File: config.mk
export PLATFORM = sky130hd
export DESIGN_NAME = wpc_div
export DESIGN_NICKNAME = d
export VERILOG_FILES = /design/src/rtl/core/work_partition_coordinates_assert.svh /design/src/rtl/core/wpc_div.sv
export SDC_FILE = /design/constraint.sdc
export NUM_CORES = 2
export LEC_CHECK = 0
export BUFFER_PORTS_ARGS = -buffer_cell sky130_fd_sc_hd__buf_2
export CORE_MARGIN = 2
export CORE_UTILIZATION = 50
export CTS_BUF_LIST = sky130_fd_sc_hd__clkbuf_16
export DETAILED_ROUTE_END_ITERATION = 8
export GPL_ROUTABILITY_DRIVEN = 0
export HOLD_SLACK_MARGIN = 0.08
export PLACE_DENSITY_LB_ADDON = 0.3
export SLEW_MARGIN = 5
export SYNTH_ARGS = -nofsm -noshare
export SYNTH_HDL_FRONTEND = slang
export SYNTH_SLANG_ARGS = --single-unit
File: constraint.sdc
create_clock -name i_clk -period 11.6 [get_ports i_clk]
set_clock_uncertainty 0.2 [all_clocks]
set_input_delay 0.58 -clock i_clk [delete_from_list [all_inputs] [get_ports i_clk]]
set_output_delay 0.58 -clock i_clk [all_outputs]
set_load 0.005 [all_outputs]
File: src/rtl/core/work_partition_coordinates_assert.svh
// Assertion macros for the work partition coordinates block.
// Used by the top level only; no other dependencies.
`ifndef WORK_PARTITION_COORDINATES_ASSERT_SVH
`define WORK_PARTITION_COORDINATES_ASSERT_SVH

// Same-cycle implication, off while reset is held.
`define WPC_ASSERT_IMPLY(label, clk, rst_n, cond, expr) \
    label: assert property (@(posedge clk) disable iff (!(rst_n)) (cond) |-> (expr)) \
        else $error("wpc implication check failed");

// Next-cycle implication, also checked during reset.
`define WPC_ASSERT_NEXT(label, clk, cond, expr) \
    label: assert property (@(posedge clk) (cond) |=> (expr)) \
        else $error("wpc next-cycle check failed");

`endif

File: src/rtl/core/wpc_div.sv
// Pipelined restoring divider, K quotient bits per stage, registered stages.
// Depends on nothing.
`default_nettype none
module wpc_div #(
    parameter int N = 37,
    parameter int D = 13,
    parameter int K = 4
) (
    input  wire logic         i_clk,
    input  wire logic         i_rst_n,
    input  wire logic         i_valid,
    input  wire logic [N-1:0] i_dividend,
    input  wire logic [D-1:0] i_divisor,
    output logic              o_valid,
    output logic [N-1:0]      o_quotient,
    output logic [D-1:0]      o_remainder
);
    localparam int S = (N + K - 1) / K;
    localparam int M = S * K;

    logic         r_vld [S];
    logic [D-1:0] r_rem [S];
    logic [M-1:0] r_wrk [S];
    logic [D-1:0] r_dvs [S];

    for (genvar s = 0; s < S; s++) begin : g_stage
        logic         s_vld;
        logic [D-1:0] s_rem;
        logic [M-1:0] s_wrk;
        logic [D-1:0] s_dvs;
        logic [D-1:0] n_rem;
        logic [M-1:0] n_wrk;

        if (s == 0) begin : g_first
            assign s_vld = i_valid;
            assign s_rem = '0;
            assign s_wrk = M'(i_dividend);
            assign s_dvs = i_divisor;
        end else begin : g_next
            assign s_vld = r_vld[s-1];
            assign s_rem = r_rem[s-1];
            assign s_wrk = r_wrk[s-1];
            assign s_dvs = r_dvs[s-1];
        end

        always_comb begin
            logic [D:0] t;
            logic       q;
            n_rem = s_rem;
            n_wrk = s_wrk;
            for (int k = 0; k < K; k++) begin
                t = {n_rem, n_wrk[M-1]};
                q = (t >= {1'b0, s_dvs});
                n_wrk = {n_wrk[M-2:0], q};
                if (q) begin
                    n_rem = D'(t - {1'b0, s_dvs});
                end else begin
                    n_rem = t[D-1:0];
                end
            end
        end

        always_ff @(posedge i_clk) begin
            if (!i_rst_n) begin
                r_vld[s] <= 1'b0;
            end else begin
                r_vld[s] <= s_vld;
            end
        end

        always_ff @(posedge i_clk) begin
            r_rem[s] <= n_rem;
            r_wrk[s] <= n_wrk;
            r_dvs[s] <= s_dvs;
        end
    end

    assign o_valid     = r_vld[S-1];
    assign o_quotient  = r_wrk[S-1][N-1:0];
    assign o_remainder = r_rem[S-1];
endmodule
`default_nettype wire

==> results.yml <==
timing:
  final.min_clock_period_ns: 10.87
  slew_violations: 0
  setup_tns_ns: 0
  postLayoutSetupSlackWorst_ns: 0.7275
  hold_violations: 0
  post-route-period-util_pct: 93.73
  worst_pin_slew_ns: 1.028
  slew-limit-headroom_pct: 31.48
  rsz0062_at_grt: "false"
  setup-violations-final: 0
  fmax_mhz: 91.98
routing:
  routed_wl_um: 100600
  antenna_left: 0
  wire_per_inst_um: 17.15
  dr.pass1.iters: 6
  drc_errors: 0
  vias: 33560
  first_iter_violations: 2193
  avgViaCountPerCell: 5.718
synth:
  synth_top_cell_by_area: "dfxtp_1"
  synth_commonest_cells: "627 x dfxtp_1, 506 x ha_1, 332 x inv_1"
  yosysUniqueCellTypes: 94
  postSynthCellCount: 4564
  synth_top_area_share_pct: 30.64
  ys_warn_count: 0
  synth-async-reset-ratio_pct: 0
  synth_edf_count: 0
  ys_seq_area_share_pct: 30.64
  ys_ff_latch: 627
  syn_nets: 5160
  synthTopCellsByArea: "dfxtp_1 31%, ha_1 15%, xnor2_1 5.1%"
  synth_ff_type: "dfxtp_1"
  yosysMostFrequentCell: "dfxtp_1"
  synthesis.area_um2: 40960
  postSynthAreaPerCell_um2: 8.975
run:
  drv_cap: 0
finish:
  drive_above_1_share_pct: 10.69
  nets: 5356
  diodes: 0
  final_util_pct: 56.56
  fin_cells: 5869
  areaGrowthSynthToFinish_pct: 11.57
clocking:
  numCtsBuffers: 70
  clock_latency_ns: 0.65
  tritoncts: "yes"
  cts_root_buf: "clkbuf_16"
  h-tree-depth: 3
  clkSinkCount: 627
  path_clk_slew_ns: 0.06
  cts.path.max_buffers: 3
worst_setup_path:
  crit_fanout: 14
  cpMaxStageDelayCell: "a21oi_1"
  cp_common_cell: "a21oi_1"
  start_kind: "flop"
  cp-end-kind: "flop"
  worstSetupPathType: "reg2reg"
  slowest_delay_ns: 0.75
  path_buf_inv: 3
  required_ns: 11.92
  crit_family: "compound AO/OA/AOI/OAI gates"
  worstPathArrival_ns: 11.19
floorplanning:
  row_count: 104
  die_height_um: 290.2
  die_x_um: 290.2
  core-area_um2: 80810
  start_util_pct: 50.69
  die_area_um2: 84230
  ios: 104
grt:
  overflow: 0
  antenna_found_initial: 0
  grt_use_total_pct: 23.37
  grt_pass1_vias: 32080
  grt_pass1_wl_um: 162800
  grt_max_degree: 23
placed_design:
  dp_cells: 5688
  dp_hpwl_um: 78060
  port_buffers: 103
  dp_slack_ns: 0.3818
status:
  outcome: "complete, no violations"
hold_path:
  hold_path.class: "reg2reg"
-- registers in the layout, summed over array words and instances (netlist names) --
name,count
r_vld,10
r_rem,130
r_wrk,370
r_dvs,117
-- worst paths after layout --
kind           startpoint            to  slack [ns]  cells after the start
max          r_wrk[7][39]   r_rem[8][6]        0.73                     38
min          r_wrk[2][12]  r_wrk[3][16]        0.10                      0
max reg2reg  r_wrk[7][39]   r_rem[8][6]        0.73                     38
min reg2reg  r_wrk[2][12]  r_wrk[3][16]        0.10                      0
-- area by class of cell --
class / count / area (um^2)
Clock buffer: 70 / 1752
Multi-Input combinational cell: 3525 / 26890
Sequential cell: 627 / 12550
Fill cell: 7151 / 35110
Inverter: 340 / 1276
Tap cell: 1060 / 1326
Timing Repair Buffer: 196 / 1346
Clock inverter: 51 / 563.0
-- per-layer routing --
layer,global-route usage [%],vias to the layer above,routed length [um],part of all wire [%]
met5,0,-,0,0
met4,9.286,0,3773,3.7
li1,-,16840,-,-
met1,30.77,15620,45760,45
met3,3.067,225,5062,5.0
met2,38.74,875,46040,46
-- per-stage QoR --
step / instance area, um^2 / hold WS, ns
detailed placement: 42780 / 0.1121
global route: 45700 / 0.1226
CTS: 45620 / 0.1079
finish: 45700 / 0.1045
floorplan: 40960 / 0.1096
global placement: 42780 / 0.1096
-- timing repair --
action	in CTS	in global routing
resized for setup	0	7
buffers inserted	0	7
hold buffers	53	0
setup endpoints to repair	0	53
hold endpoints to repair	60	0
-- placed cells by master, fill, tap and decap left out, types with 69 or more instances in the layout --
master     synthesis  layout
a21oi_1          323     322
a21o_1           119     119
o21a_1            69      69
clkbuf_16          0      70
o21ai_0          213     213
nand2b_1          70      70
xnor2_1          237     237
inv_1            332     337
nor3_1           104     104
mux2_2           180     180
dfxtp_1          627     627
nor2b_1           79      79
nor2_1           308     307
nand2_1          273     271
mux2i_1           78      78
ha_1             506     506
buf_2              8     103
nand4_1           93      93
xor2_1           122     122
-- cell families after synthesis --
group           synth area share (%)
simple gates                   14.02
mux                            8.467
flops                          30.64
compound gates                 18.05
buf+inv                        3.873
fa+ha+maj                      17.26
xor+xnor                       7.676
Power is left out: the tool's default activity adds up to more than one toggle a clock period on the data nets, which glitch-free logic cannot reach.
